[src/design/assert_macros.svh]
// ---------------------------------------------------------------------------
// Assertion macros
// Shared concurrent assertion forms for the design folder.
// ---------------------------------------------------------------------------
`ifndef ASSERT_MACROS_SVH
`define ASSERT_MACROS_SVH

// Same-cycle implication, disabled during reset.
`define QMEF_ASSERT_IMPLY(label, clk, rst_n, ante, cons) \
  label: assert property (@(posedge clk) disable iff (!rst_n) (ante) |-> (cons)) \
    else $error("implication check failed");

// Next-cycle implication, disabled during reset.
`define QMEF_ASSERT_NEXT(label, clk, rst_n, ante, cons) \
  label: assert property (@(posedge clk) disable iff (!rst_n) (ante) |=> (cons)) \
    else $error("next-cycle check failed");

`endif

[src/design/qmef_pkg.sv]
// ---------------------------------------------------------------------------
// qmef_pkg
// Field widths, codes and constants of the quad mesh neighbor finder.
// ---------------------------------------------------------------------------
package qmef_pkg;

  localparam int EDGES       = 4;
  localparam int HIT_W       = 4;
  localparam int INDEX_W     = 10;
  localparam int NODE_W      = 16;
  localparam int NEIGHBOR_W  = 11;
  localparam int COUNT_W     = 11;
  localparam int CFG_ADDR_W  = 3;
  localparam int CFG_IDX_W   = 1;

  localparam logic [HIT_W-1:0]      HIT_COUNT   = 4'd2;
  localparam logic [NEIGHBOR_W-1:0] NO_NEIGHBOR = 11'h7FF;

  localparam logic MODE_LOAD  = 1'b0;
  localparam logic MODE_QUERY = 1'b1;

  localparam logic [CFG_IDX_W-1:0] CFG_IDX_CELL_COUNT = 1'b0;

endpackage

[src/design/qmef_match.sv]
// ---------------------------------------------------------------------------
// qmef_match
// Edge match unit: counts node hits of one stored cell against each edge of the queried quad.
// ---------------------------------------------------------------------------
module qmef_match import qmef_pkg::*; #(
  parameter int ID_W = 16
) (
  input  logic [EDGES-1:0][ID_W-1:0] row,
  input  logic [EDGES-1:0][ID_W-1:0] nodes,
  output logic [EDGES-1:0]           edge_hit
);

  logic [HIT_W-1:0] cnt [EDGES];

  // Edge e runs from vertex e to vertex e+1, wrapping.
  always_comb begin
    for (int e = 0; e < EDGES; e++) begin
      cnt[e] = '0;
      for (int t = 0; t < EDGES; t++) begin
        cnt[e] = cnt[e] + HIT_W'(row[t] == nodes[e])
                        + HIT_W'(row[t] == nodes[(e + 1) % EDGES]);
      end
      edge_hit[e] = (cnt[e] == HIT_COUNT);
    end
  end

endmodule

[config.mk]
export PLATFORM = sky130hd
export DESIGN_NAME = qmef_match
export DESIGN_NICKNAME = d
export VERILOG_FILES = /design/src/design/assert_macros.svh /design/src/design/qmef_pkg.sv /design/src/design/qmef_match.sv
export SDC_FILE = /design/constraint.sdc
export NUM_CORES = 1
export LEC_CHECK = 0
export BUFFER_PORTS_ARGS = -buffer_cell sky130_fd_sc_hd__buf_2
export CORE_UTILIZATION = 40
export DETAILED_ROUTE_END_ITERATION = 12
export GPL_TIMING_DRIVEN = 0
export PLACE_DENSITY = 0.67
export SYNTH_ARGS = -nofsm -noshare
export SYNTH_HDL_FRONTEND = slang
export SYNTH_SLANG_ARGS = --single-unit
[constraint.sdc]
create_clock -name vclk -period 18.4
set_input_delay 4.6 -clock vclk [all_inputs]
set_output_delay 4.6 -clock vclk [all_outputs]
set_load 0.01 [all_outputs]
Yosys cells after proc, flatten, opt, wreduce, memory -nomap -nowiden
Cells that the tools add are included.

cells by class
  eq/ne operators = 20
  $add $sub $neg = 28

operators with widths
  kind                                                 number
  equality test 16 bit                                 16
  adder 4 x 1 -> 4 bit                                 16
  adder 3 x 1 -> 4 bit                                 4
  equality test 4 x 2 -> 1 bit, second input constant  4
  adder 2 x 1 -> 3 bit                                 4
  adder 1 x 1 -> 2 bit                                 4

word-level totals
  output and inout port bits = 4
  register bits after elaboration = 0
  word-level logic and storage cells = 48
  bits of input ports = 128

Logic depth before layout (Yosys ltp)
  depth in word-level cells = 9
  gate-level depth with buffers = 15
  mapped depth without buffers = 15

Worst setup path after synthesis
Ideal clock, no wire load.

  kind = input port to output port
  start point = in row[4] (netlist name)
  end point = out edge_hit[3]
  cell stages on the path = 14
  slack = 5.945 ns
  data required time = 13.800 ns
  buffers on the path = 0
  arrival time = 7.855 ns
  cell sequence = xor2_1 > nor4_1 > nand4bb_1 > fa_1 > inv_1 > fa_1 > inv_1 > fa_1 > inv_1 > ha_1 > fa_1 > nand3_1 > o21ai_0 > and3b_1

on the way
  cells in the longest elaborated chain, start to end = 9
  elaborated cells between the ends (all ways) = 10
  classes of those cells = 7 x add/sub; 3 x eq/ne

ends and longest elaborated chain
  element                                         line                                source
  start, declared                                 qmef_match.sv:8                     input logic [EDGES-1:0][ID_W-1:0] row,
  equality test 16 bit, on equally long branches  qmef_match.sv:20, qmef_match.sv:21
  adder 1 x 1 -> 2 bit (*)                        qmef_match.sv:21                    + HIT_W'(row[t] == nodes[(e + 1) % EDGES]);
  adder 2 x 1 -> 3 bit (*)                        qmef_match.sv:20                    cnt[e] = cnt[e] + HIT_W'(row[t] == nodes[e])
  adder 3 x 1 -> 4 bit (*)                        qmef_match.sv:21
  adder 4 x 1 -> 4 bit (*)                        qmef_match.sv:20
  adder 4 x 1 -> 4 bit (*)                        qmef_match.sv:21
  adder 4 x 1 -> 4 bit (*)                        qmef_match.sv:20
  adder 4 x 1 -> 4 bit (*)                        qmef_match.sv:21
  equality test 4 x 2 -> 1 bit (*)                qmef_match.sv:23                    edge_hit[e] = (cnt[e] == HIT_COUNT);
  end, declared                                   qmef_match.sv:10                    output logic [EDGES-1:0] edge_hit

Every way passes the cells marked *; elsewhere a longest branch is shown, timed or not.

Worst setup path after layout
  start point = in row[2] (netlist name)
  end point = out edge_hit[3]

Same word-level chain as after synthesis.

==> flow_metrics.py <==
metrics = {
    "status": {
        "outcome": "complete, no violations",
    },
    "layout": {
        "area_delta_synth_final_pct": 23.0,
        "seqCellArea_sq_um": 0,
        "fin_area_sq_mm": 0.00424,
        "layout.cells.most_common": "xor2_1",
        "final_cell_mix": "xor2_1, buf_2, xnor2_1",
        "layout.nets": 696,
        "diodes": 0,
        "seq_cells": 0,
        "drive_above_1_share_pct": 24.9,
        "nClkBuffers": 0,
    },
    "route": {
        "wl_per_cell_um": 22.9,
        "wl_um": 14700,
        "vias": 3607,
        "vias_per_cell": 5.61,
        "drt_iter0_drc": 356,
        "ant_nets": 0,
        "first_pass_iters": 4,
        "drc": 0,
    },
    "clock_tree": {
        "cts_hold_buf": 0,
        "ctsResizeCount": 0,
        "cts_post_setup_buffers_inserted": 0,
    },
    "floorplan": {
        "dieArea_sq_mm": 0.00899,
        "io_pins": 132,
        "chipHeight_um": 94.8,
        "fp-row-count": 33,
        "start_util_pct": 41.7,
        "die_w_um": 94.8,
        "coreArea_sq_mm": 0.00826,
    },
    "timing": {
        "fmax_mhz": 75.1,
        "tightest_slew_ns": 0.890,
        "slew_viol_final": 0,
        "hold_viol_final": 0,
        "setup_tns_ns": 0,
        "finalCriticalPeriod_ns": 13.31,
        "rsz0062_at_grt": "no",
        "finalCritPeriodShare_pct": 72.3,
        "setup-violations-final": 0,
        "slew_headroom_pct": 40.1,
    },
    "worst_setup_path": {
        "critPathCaptureType": "output pin",
        "worstPathArrival_ns": 8.71,
        "critPathLaunchType": "primary input",
        "path_max_fanout": 4,
        "required_ns": 13.80,
        "crit_type": "in -> out",
    },
    "placed_design": {
        "gp_congestion": 0.971,
        "dpl_cell_area_sq_mm": 0.00424,
        "hpwl_um": 13200,
        "io_buffers": 132,
    },
    "power_and_ir_drop": {
        "vdd_ir_drop_max_v": 0.0000115,
        "p_total_uw": 101,
        "p_leak_uw": 0.00197,
        "cellPowerDensity_mw_per_mm2": 23.7,
    },
    "min_path": {
        "min_to": "edge_hit[1]",
        "min_from": "nodes[23]",
        "holdCritPathClass": "in -> out",
        "holdPathStages": 7,
    },
    "global_route": {
        "first_global_vias": 3530,
        "grt_antenna_before_repair": 0,
        "grt_start_max_net_pins": 5,
        "grt_pass1_wl_um": 21200,
        "grt_usage_pct": 33.1,
        "grt.overflow.total": 0,
    },
    "synthesis": {
        "ys_seq_area_share_pct": 0,
        "synth_cell_types": 18,
        "syn_nets": 562,
        "synth.yosys.warnings": 0,
        "synthesis.area_sq_mm": 0.00345,
        "avgSynthCellArea_sq_um": 8.49,
        "syn_inst": 406,
    },
    "flow_run": {
        "drv_cap": 0,
    },
}
==> cells in the mapped netlist <==
library cell / number / area [sq um]
nor4_2: 1 / 12.5
nand3_1: 4 / 20.0
xor2_1: 169 / 1480
nor4_4: 1 / 21.3
a21o_1: 1 / 7.51
and4_1: 4 / 35.0
xnor2_1: 89 / 780
a21oi_1: 4 / 20.0
o21ai_0: 4 / 20.0
ha_1: 14 / 175
nand4_1: 28 / 175
nor2_1: 1 / 3.75
and3b_1: 4 / 35.0
a41o_1: 1 / 10.0
nor4_1: 45 / 282
fa_1: 14 / 280
nand4bb_1: 1 / 11.3
inv_1: 21 / 78.8
==> power by group <==
part	total (uW)	leakage, uW	switching (uW)	internal, uW
Clock	0	0	0	0
Combinational	101	0.00197	60.8	39.7
Sequential	0	0	0	0
Total	101	0.00197	60.8	39.7
==> cell families after synthesis <==
group                      share of synthesized area, %
AOI/OAI and AO/OA                                  1.67
and+or+nand+nor                                    17.3
adders and majority gates                          13.2
buffers and inverters                              2.29
xor gates and xnor gates                           65.6
==> worst max-delay path by stage <==
| stage | from | endpoint | slack, ns | cells after the start |
|---|---|---|---|---|
| after floorplan | row[4] | edge_hit[3] | 5.95 | 14 |
| after global placement | row[2] | edge_hit[3] | 5.16 | 16 |
| after detailed placement | row[2] | edge_hit[3] | 5.09 | 16 |
| after CTS | row[2] | edge_hit[3] | 5.10 | 16 |
| after global routing | row[2] | edge_hit[3] | 4.85 | 16 |
| final | row[2] | edge_hit[3] | 5.09 | 16 |
==> critical path, stage by stage <==
cell and delay (ns):
buf_2 0.15, xor2_1 0.16, nor4_1 0.58, nand4_1 0.34
fa_1 0.60, inv_1 0.06, fa_1 0.54, inv_1 0.06
fa_1 0.53, inv_1 0.04, ha_1 0.21, fa_1 0.38
nand3_1 0.09, o21ai_0 0.07, and3b_1 0.17, buf_2 0.13
==> metrics by stage <==
step / hold slack [ns] / setup WS [ns] / cells / util, %
after floorplan: 9.80 / 5.95 / 406 / -
after global placement: 10.16 / 5.16 / 643 / 51.3
after detailed placement: 10.17 / 5.09 / 643 / 51.3
after global routing: 10.22 / 4.85 / 643 / 51.3
after CTS: 10.17 / 5.10 / 643 / 51.3
final: 10.16 / 5.09 / 643 / 51.3
==> per-layer routing <==
layer	part of all wire (%)	track usage, %	up-vias
met5	0	0	-
met2	45	54.0	224
met1	43	45.2	1706
met3	10	6.12	18
li1	-	-	1659
met4	2.0	6.82	0
==> layout make-up <==
| class | count | area [sq um] |
|---|---|---|
| multi-input combinational | 385 | 3370 |
| timing repair buffer | 132 | 661 |
| tap | 105 | 131 |
| inverter | 21 | 78.8 |
| fill | 850 | 4020 |
No activity file was read; power rests on OpenSTA's default activity.
